===== src/design/jdc_pkg.sv =====
// Package: constants, sequencer states and month-length table for the day-count converter.
`timescale 1ns / 1ps
package jdc_pkg;

  localparam int unsigned DayW  = 32;
  localparam int unsigned YearW = 24;

  localparam logic [DayW-1:0] SWITCH_DAY = 32'd2299161;  // 15 October 1582
  localparam logic [DayW-1:0] GREG_BASE  = 32'd2159411;  // 1 March 1200, Gregorian
  localparam logic [DayW-1:0] GREG_CYCLE = 32'd146097;   // 400 Gregorian years
  localparam logic [DayW-1:0] JUL_CYCLE  = 32'd1461;     // 4 Julian years
  localparam logic [DayW-1:0] CENT_DAYS  = 32'd36524;
  localparam logic [DayW-1:0] QUAD_DAYS  = 32'd1461;
  localparam logic [DayW-1:0] YEAR_DAYS  = 32'd365;
  localparam logic [DayW-1:0] LEAP_DAYS  = 32'd366;

  // Reciprocals for the cycle counts: floor(d / D) == (d * RECIP) >> SHIFT.
  // Gregorian: exact for any 32-bit d. Julian: exact for every count below the switch.
  localparam int unsigned RecipW     = 30;
  localparam int unsigned EraW       = 15;  // widest Gregorian era count
  localparam int unsigned JcycW      = 11;  // widest Julian cycle count
  localparam int unsigned GREG_SHIFT = 47;
  localparam int unsigned JUL_SHIFT  = 32;
  localparam logic [RecipW-1:0] GREG_RECIP = 30'd963315389;
  localparam logic [RecipW-1:0] JUL_RECIP  = 30'd2939745;

  localparam logic [3:0] LAST_MONTH = 4'd11;

  typedef enum logic [3:0] {
    S_IDLE,
    S_CHECK,
    S_REBASE,
    S_RECIP,
    S_MULBACK,
    S_SETY,
    S_CENT,
    S_QUAD,
    S_GYEAR,
    S_JLEAP,
    S_JYEAR,
    S_MONTH,
    S_FINISH
  } jdc_state_t;

  // Month lengths. Julian months count from January, Gregorian ones from March,
  // so the final (February) entry of the Gregorian year is never subtracted.
  function automatic logic [4:0] month_len(input logic greg, input logic [3:0] idx,
                                           input logic leap);
    logic [4:0] len;
    len = 5'd31;
    if (greg) begin
      case (idx)
        4'd1, 4'd3, 4'd6, 4'd8: len = 5'd30;
        4'd11:                  len = 5'd28;
        default:                len = 5'd31;
      endcase
    end else begin
      case (idx)
        4'd1:                   len = leap ? 5'd29 : 5'd28;
        4'd3, 4'd5, 4'd8, 4'd10: len = 5'd30;
        default:                len = 5'd31;
      endcase
    end
    return len;
  endfunction

endpackage


===== src/design/jdc_ifs.sv =====
// Interfaces: request channel carrying a day count and result channel carrying a date.
`timescale 1ns / 1ps
interface jdc_days_if;
  logic        valid;
  logic        ready;
  logic [31:0] day_count;

  modport source (output valid, output day_count, input ready);
  modport sink   (input valid, input day_count, output ready);
endinterface

interface jdc_date_if;
  logic        valid;
  logic        ready;
  logic [4:0]  day_of_month;
  logic [3:0]  month_number;
  logic [23:0] year_magnitude;
  logic        before_christ;

  modport source (output valid, output day_of_month, output month_number,
                  output year_magnitude, output before_christ, input ready);
  modport sink   (input valid, input day_of_month, input month_number,
                  input year_magnitude, input before_christ, output ready);
endinterface


===== src/design/julian_day_to_calendar_date.sv =====
// Top level: converts a day count since 1 January 4713 BC into a calendar date.
`timescale 1ns / 1ps
// One request is converted at a time by a small sequencer around a single 32-bit
// subtract-and-compare unit and one 32 x 30 constant multiplier. Counts below 2299161
// use the Julian calendar (no year zero, BC leap years 1, 5, 9 BC ...); from
// 15 October 1582 on the Gregorian rules apply. After acceptance a request passes
// through the calendar check (plus a rebase of Gregorian counts to 1 March 1200), the
// 4-year or 400-year cycle count by reciprocal multiplication, a multiply-back and a
// subtraction for the days left, then subtraction of centuries and four-year blocks
// (Gregorian) or of the leap year (Julian), then of years and months, one step at a
// time through the shared unit, and a last step that loads the output register. The
// result sits in an output register, so a new request is taken while a finished date
// still waits for the sink; that request then holds in its last step until the
// register is free.
module julian_day_to_calendar_date
  import jdc_pkg::*;
(
  input  logic        clk,
  input  logic        rst,
  jdc_days_if.sink    days,
  jdc_date_if.source  date
);

  jdc_state_t state, state_next;

  logic [DayW-1:0]  quo, quo_next;     // dividend, then quotient, then days spanned
  logic [DayW-1:0]  rem, rem_next;     // dividend, then days left
  logic [1:0]       cnt, cnt_next;     // century / year step count
  logic [3:0]       mon, mon_next;
  logic             greg, greg_next;
  logic             leap, leap_next;
  logic signed [24:0] year, year_next; // astronomical year

  logic             out_valid, out_valid_next;
  logic [4:0]       day_r, day_next;
  logic [3:0]       month_r, month_next;
  logic [YearW-1:0] mag_r, mag_next;
  logic             bc_r, bc_next;

  // Shared unit operands
  logic [DayW-1:0] sub_a, sub_b, sub_diff;
  logic            sub_ok;

  // Constant multiplier operands
  logic [DayW-1:0]        mul_a;
  logic [RecipW-1:0]      mul_b;
  logic [DayW+RecipW-1:0] mul_prod;

  jdc_sub u_sub (
    .a    (sub_a),
    .b    (sub_b),
    .diff (sub_diff),
    .ok   (sub_ok)
  );

  assign mul_prod = {{RecipW{1'b0}}, mul_a} * {{DayW{1'b0}}, mul_b};

  // Year start after the division
  logic [24:0]        era_ext;
  logic signed [24:0] greg_start, jul_start;
  // Final formatting
  logic               feb_adj;
  logic signed [24:0] astro;
  logic [24:0]        mag_full;
  logic               load_out;

  assign era_ext    = {10'd0, quo[14:0]};
  assign greg_start = $signed((era_ext << 8) + (era_ext << 7) + (era_ext << 4) + 25'd1200);
  assign jul_start  = $signed({12'd0, quo[10:0], 2'b00}) - 25'sd4712;

  // Gregorian months run March..February; January and February belong to the next year.
  assign feb_adj  = greg && (mon >= 4'd10);
  assign astro    = year + $signed({24'd0, feb_adj});
  assign mag_full = (astro <= 25'sd0) ? $unsigned(25'sd1 - astro) : $unsigned(astro);
  assign load_out = !out_valid || date.ready;

  always_ff @(posedge clk) begin
    if (rst) begin
      state     <= S_IDLE;
      out_valid <= 1'b0;
    end else begin
      state     <= state_next;
      out_valid <= out_valid_next;
    end
  end

  always_ff @(posedge clk) begin
    quo     <= quo_next;
    rem     <= rem_next;
    cnt     <= cnt_next;
    mon     <= mon_next;
    greg    <= greg_next;
    leap    <= leap_next;
    year    <= year_next;
    day_r   <= day_next;
    month_r <= month_next;
    mag_r   <= mag_next;
    bc_r    <= bc_next;
  end

  always_comb begin
    state_next     = state;
    quo_next       = quo;
    rem_next       = rem;
    cnt_next       = cnt;
    mon_next       = mon;
    greg_next      = greg;
    leap_next      = leap;
    year_next      = year;
    day_next       = day_r;
    month_next     = month_r;
    mag_next       = mag_r;
    bc_next        = bc_r;
    out_valid_next = out_valid && !date.ready;
    sub_a          = rem;
    sub_b          = '0;
    mul_a          = quo;
    mul_b          = '0;

    case (state)
      S_IDLE: begin
        if (days.valid) begin
          quo_next   = days.day_count;
          state_next = S_CHECK;
        end
      end
      S_CHECK: begin
        // pick the calendar
        sub_a       = quo;
        sub_b       = SWITCH_DAY;
        greg_next   = sub_ok;
        rem_next    = '0;
        state_next  = sub_ok ? S_REBASE : S_RECIP;
      end
      S_REBASE: begin
        // count from 1 March 1200
        sub_a      = quo;
        sub_b      = GREG_BASE;
        quo_next   = sub_diff;
        state_next = S_RECIP;
      end
      S_RECIP: begin
        // cycle count by reciprocal multiplication; keep the dividend for the remainder
        mul_b      = greg ? GREG_RECIP : JUL_RECIP;
        rem_next   = quo;
        quo_next   = greg ? {{(DayW-EraW){1'b0}}, mul_prod[GREG_SHIFT +: EraW]}
                          : {{(DayW-JcycW){1'b0}}, mul_prod[JUL_SHIFT +: JcycW]};
        state_next = S_MULBACK;
      end
      S_MULBACK: begin
        // set the cycle's first year, then multiply back for the days it spans
        mul_b      = greg ? GREG_CYCLE[RecipW-1:0] : JUL_CYCLE[RecipW-1:0];
        year_next  = greg ? greg_start : jul_start;
        quo_next   = mul_prod[DayW-1:0];
        state_next = S_SETY;
      end
      S_SETY: begin
        // days left inside the cycle
        sub_b      = quo;
        rem_next   = sub_diff;
        cnt_next   = '0;
        state_next = greg ? S_CENT : S_JLEAP;
      end
      S_CENT: begin
        // at most three full centuries; the fourth keeps the extra leap day
        sub_b = CENT_DAYS;
        if (sub_ok && cnt != 2'd3) begin
          rem_next  = sub_diff;
          year_next = year + 25'sd100;
          cnt_next  = cnt + 2'd1;
        end else begin
          cnt_next   = '0;
          state_next = S_QUAD;
        end
      end
      S_QUAD: begin
        sub_b = QUAD_DAYS;
        if (sub_ok) begin
          rem_next  = sub_diff;
          year_next = year + 25'sd4;
        end else begin
          state_next = S_GYEAR;
        end
      end
      S_GYEAR: begin
        sub_b = YEAR_DAYS;
        if (sub_ok && cnt != 2'd3) begin
          rem_next  = sub_diff;
          year_next = year + 25'sd1;
          cnt_next  = cnt + 2'd1;
        end else begin
          mon_next   = '0;
          state_next = S_MONTH;
        end
      end
      S_JLEAP: begin
        // first year of each Julian cycle is the leap year
        sub_b = LEAP_DAYS;
        if (sub_ok) begin
          rem_next   = sub_diff;
          year_next  = year + 25'sd1;
          leap_next  = 1'b0;
          state_next = S_JYEAR;
        end else begin
          leap_next  = 1'b1;
          mon_next   = '0;
          state_next = S_MONTH;
        end
      end
      S_JYEAR: begin
        sub_b = YEAR_DAYS;
        if (sub_ok) begin
          rem_next  = sub_diff;
          year_next = year + 25'sd1;
        end else begin
          mon_next   = '0;
          state_next = S_MONTH;
        end
      end
      S_MONTH: begin
        sub_b = {27'd0, month_len(greg, mon, leap)};
        if (sub_ok && mon != LAST_MONTH) begin
          rem_next = sub_diff;
          mon_next = mon + 4'd1;
        end else begin
          state_next = S_FINISH;
        end
      end
      S_FINISH: begin
        // hold until the output register is free
        if (load_out) begin
          day_next       = rem[4:0] + 5'd1;
          month_next     = greg ? ((mon < 4'd10) ? mon + 4'd3 : mon - 4'd9) : mon + 4'd1;
          mag_next       = mag_full[YearW-1:0];
          bc_next        = (astro <= 25'sd0);
          out_valid_next = 1'b1;
          state_next     = S_IDLE;
        end
      end
      default: begin
        state_next = S_IDLE;
      end
    endcase
  end

  assign days.ready          = (state == S_IDLE);
  assign date.valid          = out_valid;
  assign date.day_of_month   = day_r;
  assign date.month_number   = month_r;
  assign date.year_magnitude = mag_r;
  assign date.before_christ  = bc_r;

  // An accepted request always starts with the calendar check.
  a_accept_check: assert property (@(posedge clk) disable iff (rst)
    days.valid && days.ready |=> state == S_CHECK)
    else $error("accepted request did not enter calendar check");

  // The reciprocal quotient never overshoots, so the days left are never negative.
  a_rem_sign: assert property (@(posedge clk) disable iff (rst)
    state == S_SETY |-> sub_ok)
    else $error("cycle count too large");

  // Month walk never passes the last month.
  a_month_bound: assert property (@(posedge clk) disable iff (rst)
    state == S_MONTH |-> mon <= LAST_MONTH)
    else $error("month index out of range");

  // A delivered date is well formed.
  a_date_sane: assert property (@(posedge clk) disable iff (rst)
    out_valid |-> day_r != 5'd0 && month_r != 4'd0 && month_r <= 4'd12 && mag_r != 24'd0)
    else $error("malformed date in output register");

endmodule


===== src/design/jdc_sub.sv =====
// Shared subtract-and-compare unit used by the compare and subtract steps of the converter.
`timescale 1ns / 1ps
module jdc_sub
  import jdc_pkg::*;
(
  input  logic [DayW-1:0] a,
  input  logic [DayW-1:0] b,
  output logic [DayW-1:0] diff,
  output logic            ok
);
  logic borrow;

  assign {borrow, diff} = {1'b0, a} - {1'b0, b};
  assign ok = ~borrow;   // a >= b
endmodule


===== src/flat_wrapper.sv =====
// flat-port wrapper written by rule: the top's interface ports become plain ports
module julian_day_to_calendar_date_flat import jdc_pkg::*;
  (clk, rst, days_valid, days_day_count, days_ready, date_valid, date_day_of_month, date_month_number, date_year_magnitude, date_before_christ, date_ready);
  jdc_days_if days_i ();
  jdc_date_if date_i ();
  input  logic clk;
  input  logic rst;
  input wire logic [$bits(days_i.valid)-1:0] days_valid;
  input wire logic [$bits(days_i.day_count)-1:0] days_day_count;
  output wire logic [$bits(days_i.ready)-1:0] days_ready;
  output wire logic [$bits(date_i.valid)-1:0] date_valid;
  output wire logic [$bits(date_i.day_of_month)-1:0] date_day_of_month;
  output wire logic [$bits(date_i.month_number)-1:0] date_month_number;
  output wire logic [$bits(date_i.year_magnitude)-1:0] date_year_magnitude;
  output wire logic [$bits(date_i.before_christ)-1:0] date_before_christ;
  input wire logic [$bits(date_i.ready)-1:0] date_ready;
  assign days_i.valid = days_valid;
  assign days_i.day_count = days_day_count;
  assign days_ready = days_i.ready;
  assign date_valid = date_i.valid;
  assign date_day_of_month = date_i.day_of_month;
  assign date_month_number = date_i.month_number;
  assign date_year_magnitude = date_i.year_magnitude;
  assign date_before_christ = date_i.before_christ;
  assign date_i.ready = date_ready;
  julian_day_to_calendar_date u_core (.clk(clk), .rst(rst), .days(days_i), .date(date_i));
endmodule

===== config.mk =====
export PLATFORM = sky130hd
export DESIGN_NAME = julian_day_to_calendar_date_flat
export DESIGN_NICKNAME = d
export VERILOG_FILES = /design/src/design/jdc_pkg.sv /design/src/design/jdc_ifs.sv /design/src/design/julian_day_to_calendar_date.sv /design/src/design/jdc_sub.sv /design/src/flat_wrapper.sv
export SDC_FILE = /design/constraint.sdc
export NUM_CORES = 2
export LEC_CHECK = 0
export BUFFER_PORTS_ARGS = -buffer_cell sky130_fd_sc_hd__clkbuf_2
export CORE_UTILIZATION = 60
export DETAILED_ROUTE_END_ITERATION = 6
export GPL_TIMING_DRIVEN = 0
export PLACE_DENSITY = 0.84
export SETUP_SLACK_MARGIN = 0.1
export SYNTH_ARGS = -nofsm -noshare
export SYNTH_HDL_FRONTEND = slang
export SYNTH_SLANG_ARGS = --single-unit

===== constraint.sdc =====
create_clock -name clk -period 22.3 [get_ports clk]
set_input_delay 1.115 -clock clk [delete_from_list [all_inputs] [get_ports clk]]
set_output_delay 1.115 -clock clk [all_outputs]
set_load 0.02 [all_outputs]

Word level (Yosys, flattened, before mapping)

Cells that the tools add are included.

Register bits after elaboration: 136
Latch bits: 0
RAM bits: 0
ROM bits: 0
Logic and storage cells: 142
Memories kept: 0

Add/sub/neg operators: 15
$mul: 1
Divide/modulo/power cells: 0
Order comparisons: 3
Eq/ne operators: 36
Shift-type cells: 0
Muxes and demuxes: 46
Bitwise gates (word level): 1
Reductions and logical operators: 27

Operator list:

| cell                                                                    | number |
|---|---|
| 32-bit case mux with 8 select lines                                     | 1 |
| 32-bit case mux with 6 select lines                                     | 1 |
| 32-bit 2-to-1 mux                                                       | 5 |
| 32-bit case mux with 4 select lines                                     | 1 |
| 25-bit 2-to-1 mux                                                       | 5 |
| 25-bit case mux with 5 select lines                                     | 1 |
| 32-bit by 30-bit multiplier with 62-bit output                          | 1 |
| 30-bit case mux with 2 select lines                                     | 1 |
| 4-bit 2-to-1 mux                                                        | 13 |
| 4-bit case mux with 13 select lines                                     | 1 |
| 32-bit by 32-bit subtractor with 33-bit output                          | 1 |
| 4-bit equality test (second input constant)                             | 8 |
| 30-bit 2-to-1 mux                                                       | 1 |
| 25-bit by 11-bit adder with 25-bit output (second input constant)       | 1 |
| 25-bit by 19-bit adder with 25-bit output                               | 1 |
| 25-bit by 2-bit adder with 25-bit output                                | 1 |
| 25-bit by 2-bit adder with 25-bit output (second input constant)        | 1 |
| 25-bit by 4-bit adder with 25-bit output (second input constant)        | 1 |
| 25-bit by 8-bit adder with 25-bit output (second input constant)        | 1 |
| 25-bit by 1-bit <= comparator with 1-bit output (second input constant) | 1 |
| 23-bit by 22-bit adder with 24-bit output                               | 1 |
| 4-bit by 3-bit equality test with 1-bit output (second input constant)  | 6 |
| 24-bit 2-to-1 mux                                                       | 1 |
| 2-bit by 24-bit subtractor with 24-bit output (first input constant)    | 1 |
| 38 further kinds                                                        | 73 |

Depth between registers and ports, before layout

Depth in word-level cells: 10
Depth in mapped cells: 37
Mapped depth without buffers: 34

Hierarchy

A second synthesis with hierarchy kept.

Cells, all modules: 4,402
Area, all modules: 38,936.1 um^2

Modules (own cells, without submodules):

| module                      | instances | cells an instance | area each (um^2) |
|---|---|---|---|
| julian_day_to_calendar_date | 1         | 4,158             | 37,235.7 |
| jdc_sub                     | 1         | 244               | 1,700.4 |

Least setup slack after synthesis

No wires, ideal clock.

Path type: reg-to-reg
Start point: reg u_core.state[0]
End point: reg u_core.quo[12] (netlist: u_core.mul_a[12]), data pin
Arrival: 8.547 ns
Path slack: 13.491 ns
Stages on the path, launching flop included: 35
Path buffers: 4
Path through: dfxtp_1 > and2_1 > clkbuf_1 > nand2_1 > nor2_1 > clkbuf_1 > clkbuf_1 > clkbuf_1 > nand2_1 > fa_1 > inv_1 > fa_1 > fa_1 > inv_1 > fa_1 > inv_1 > fa_1 > inv_1 > fa_1 > inv_1 > fa_1 > inv_1 > fa_1 > inv_1 > ha_1 > nand3_1 > nor3b_1 > nor4_1 > a21oi_1 > a2111oi_0 > or2_2 > o41ai_2 > a211oi_1 > a221oi_1 > nor2_1

Word-level cells in the longest chain between the ends: 5
Elaborated cells on any way between the ends: 21
Classes of those cells: add/sub: 1; mul: 1; eq/ne: 11; mux: 5; reduce/logical: 3

RTL lines:

| what                                                                                       | line                                              | RTL |
|---|---|---|
| from (decl)                                                                                | julian_day_to_calendar_date.sv:24                 | `jdc_state_t state, state_next;` |
| from (signal assigned)                                                                     | julian_day_to_calendar_date.sv:82                 | `state <= state_next;` |
| 4-bit by 3-bit equality test with 1-bit output, or another cell as far along               | julian_day_to_calendar_date.sv:120                | `case (state)` |
| 30-bit case mux with 2 select lines / 2-bit OR reduction (equally long branches)           | --                                                |  |
| 32-bit by 30-bit multiplier with 62-bit output, or another cell as far along               | julian_day_to_calendar_date.sv:56                 | `assign mul_prod = {{RecipW{1'b0}}, mul_a} * {{DayW{1'b0}}, mul_b};` |
| 15-bit 2-to-1 mux / 32-bit by 32-bit subtractor with 33-bit output (equally long branches) | julian_day_to_calendar_date.sv:146, jdc_sub.sv:13 |  |
| 32-bit case mux with 4 select lines (*)                                                    | julian_day_to_calendar_date.sv:120                |  |
| named net u_core.quo_next[12]                                                              | julian_day_to_calendar_date.sv:26                 | `logic [DayW-1:0] quo, quo_next;` |
| to (signal assigned)                                                                       | julian_day_to_calendar_date.sv:88                 | `quo <= quo_next;` |
| to (decl)                                                                                  | julian_day_to_calendar_date.sv:26                 |  |

The timed path passes the listed nets; every way through them passes the cells marked *.
A chain may end at the register's enable or synchronous reset.

Worst setup path after layout

Start point: reg u_core.state[0]
End point: reg u_core.quo[14] (netlist: u_core.mul_a[14]), data pin

The elaborated chain is that of the path after synthesis.

==> metrics.md <==
| Metric | Value |
|---|---|
| Worst Reg-to-Reg Cells | 34 |
| DR pass1 iterations | 7 |
| DP Area | 0.0397 mm² |
| Die area | 0.0648 mm² |
| Area Overhead vs Synth | 5.21% |
| Worst-Skew Late Latency | 460 ps |
| Ys flop type | edfxtp_1 |
| Worst min-delay path class | reg2reg |
| Yosys cell types | 97 |
| Max Clk Rate | 0.0748 GHz |
| P_leak | 22.0 nW |
| I/O Buffers | 71 |
| Total number of vias | 32000 |
| Commonest non-fill, non-tap cells in the layout | inv_1 (1069), fa_1 (664), ha_1 (473) |
| Initial Util | 60.7% |
| Critical path capture point type | flop |
| CP max stage delay | 880 ps |
| Switching share of power | 56.9% |
| Psw | 2.06 mW |
| Int Power | 1.56 mW |
| Setup violators final | 0 |
| Sequential share of power | 13.5% |
| Power per cell area | 89.7 mW/mm² |
| Violations in the final reports | design-rule violations |
| CTS tree | built |
| FFs w/ async S/R, synth | 0% |
| Finished Cell Area | 0.0403 mm² |
| FF-to-FF End | u_core.mul_a[14]$_DFFE_PP_ |
| WHS Path Cells | 2 |
| Setup bufs post-CTS | 0 |
| Sink Count | 136 |
| Net total in the final layout | 5559 |
| CP Data Required Time | 22430 ps |
| Yosys reg bits | 136 |
| Hold Slack | 575 ps |
| Avg Cell Area, Syn | 8.91 µm² |
| CP Launch Type | flop |
| DR vias/cell | 6.09 |
| Seq/Total Area, Yosys | 10.5% |
| Largest net degree at the start of global routing | 35 |
| RSZ-0062 raised after global routing | false |
| Site Rows | 92 |
| Crit path kind | reg2reg |
| Gate Count Post-Synth | 4295 |
| Initial antenna violation count | 12 |
| FF-to-FF setup slack | 8930 ps |
| Worst-margin pin slew | 1430 ps |
| Floorplan core area | 0.0631 mm² |
| Number of flops mapped to enable cells by yosys | 131 |
| R2R Path Start | u_core.state[0]$_SDFFE_PP0P_ |
| Status | finished with violations |
| HP Start | u_core.date.valid$_SDFF_PP0_ |
| H-tree levels | 4 |
| DRC Markers | 5 |
| Hold_buf cts | 0 |
| Critical path's most frequent cell | fa_1 |
| WL per Instance | 26.3 µm |
| Slowest-stage cell, CP | o41ai_1 |
| DPL Wire Length | 118000 µm |
| Hold path endpoint | u_core.date.valid$_SDFF_PP0_ |
| Clock root buffer | clkbuf_16 |
| Gate power share | 78.9% |
| Die X | 255 µm |
| Hold Vio Cnt, Final | 0 |
| Antenna-violating nets left | 0 |
| Worst relative slew slack | 4.39% |
| Clock Power Share | 7.6% |
| Num CTS Buffers | 17 |
| Core Util, Final | 63.9% |
| Share of the clock period used by the worst path | 59.9% |
| CP max FO | 10 |
| Max clock buf depth | 2 |
| YS warnings | 0 |
| Vias in the first global route | 31700 |
| Leading cell type in the layout, fill and taps excluded | inv_1 |
| Gpl congestion | 1.09 |
| Post-Syn Area | 0.0383 mm² |
| Worst VDD drop | 0.0000806 V |
| Min cycle time layout | 13370 ps |
| IO Count | 72 |
| Worst clock skew | 15.8 ps |
| Total Routing Usage GR | 43.5% |
| CTS resizes | 0 |
| Gr ovfl total | 0 |
| Setup TNS | 0 ps |
| Reg clk slew, reported paths | 60 ps |
| Starting DRT DRC Count | 3911 |
| Final Max Tran Viols | 0 |
| # Max-Cap Violations | 0 |
| Crit path DAT | 13490 ps |
| Layout cells sized above 1 | 4.50% |
| First-pass GRT wire length | 202000 µm |
| Drt total wl | 138000 µm |
| Syn nets | 5468 |
| DIE HEIGHT | 255 µm |
final cells by class:
cell class,count,area [µm²]
Multi-Input combinational cell,2949,29700
Fill cell,5446,22800
Sequential cell,136,4030
Inverter,1072,4020
Tap cell,846,1060
Buffer,138,558
Clock buffer,18,429
Timing Repair Buffer,72,370
Clock inverter,14,109
Antenna cell,6,15.0
flip-flops by register name (all words and copies together) (netlist names):
| register | flops |
|---|---|
| u_core.mul_a | 32 |
| u_core.year | 25 |
| u_core.date.year_magnitude | 24 |
| u_core.date.day_of_month | 5 |
| u_core.mon | 4 |
| u_core.greg | 1 |
| u_core.cnt | 2 |
| u_core.state | 4 |
| u_core.leap | 1 |
| u_core.date.before_christ | 1 |
| u_core.date.month_number | 4 |
| u_core.date.valid | 1 |
| u_core.rem | 32 |
critical path, delay by kind of cell (launching register included):
family          cells  cell delay [ps]
fa+ha+maj           9             4500
simple gates        8             2660
mux                 1              340
flops               1              440
compound gates      5             2480
buf+inv            11             2600
synthesized netlist by cell type (7+ instances only):
master / instances / area [µm²]
o211ai_1: 16 / 120
a211oi_1: 24 / 180
a21o_1: 57 / 428
buf_2: 7 / 35.0
a22oi_1: 15 / 113
and2_1: 32 / 200
a21oi_1: 188 / 941
and3_1: 34 / 213
a211o_1: 7 / 61.3
xnor2_1: 111 / 972
buf_1: 9 / 33.8
nor3_1: 40 / 200
ha_1: 473 / 5920
edfxtp_1: 131 / 3930
o221ai_1: 19 / 166
a31oi_1: 29 / 181
nor2b_1: 17 / 106
nor2_1: 228 / 856
mux2i_1: 7 / 70.1
nand2b_1: 29 / 181
fa_1: 664 / 13300
xor2_1: 70 / 613
and4_1: 7 / 61.3
o21ai_0: 170 / 851
or2_2: 17 / 106
nand4_1: 24 / 150
inv_1: 1069 / 4010
nand3_1: 46 / 230
o21bai_1: 18 / 135
a221oi_1: 11 / 96.3
mux2_2: 27 / 304
o31ai_1: 10 / 75.1
clkbuf_1: 117 / 439
o22ai_1: 14 / 87.6
o21a_1: 14 / 105
nand2_1: 410 / 1540
power groups by stage:
stage	Sequential, mW	Clock, mW	Combinational, mW
floorplan	0.434	0	1.95
global placement	0.483	0	2.68
detailed placement	0.484	0	2.73
CTS	0.479	0.270	2.75
global route	0.488	0.280	3.09
finish	0.488	0.274	2.85
worst max path at each step:
stage,start,end,slack [ps]
after floorplan,u_core.state[0]$_SDFFE_PP0P_,u_core.mul_a[12]$_DFFE_PP_,13490
after global placement,u_core.state[0]$_SDFFE_PP0P_,u_core.mul_a[14]$_DFFE_PP_,9670
after detailed placement,u_core.state[0]$_SDFFE_PP0P_,u_core.mul_a[14]$_DFFE_PP_,9650
after CTS,u_core.state[0]$_SDFFE_PP0P_,u_core.mul_a[14]$_DFFE_PP_,9600
after global routing,u_core.state[0]$_SDFFE_PP0P_,u_core.mul_a[14]$_DFFE_PP_,8970
final,u_core.state[0]$_SDFFE_PP0P_,u_core.mul_a[14]$_DFFE_PP_,8930
through the flow:
stage | cells | setup slack [ps] | power (mW)
6_report | 5251 | 8930 | 3.61
4_1_cts | 5245 | 9600 | 3.50
2_1_floorplan | 4295 | 13490 | 2.38
3_3_place_gp | 5212 | 9670 | 3.16
5_1_grt | 5245 | 8970 | 3.85
3_5_place_dp | 5213 | 9650 | 3.21
metal layers:
metal / global-route usage [%] / wire length (µm) / vias to the layer above
met2: 64.5 / 58800 / 2115
met4: 25.2 / 9630 / 10
met3: 13.6 / 17600 / 468
met1: 56.3 / 51900 / 15600
met5: 0 / 64 / -
li1: - / - / 13800
logic make-up (layout without fill, tap and decap cells):
logic type                 Yosys count  after routing  synth area share [%]
AOI/OAI and AO/OA                  673            673                  11.2
xor gates and xnor gates           182            182                  4.18
adders and majority gates         1137           1137                  50.2
buffers and inverters             1210           1314                  12.0
DFF                                136            136                  10.5
muxes                               34             34                 0.977
other                                0              6                     0
and+or+nand+nor                    923            923                  10.9
No activity file was read; power rests on OpenSTA's default activity.
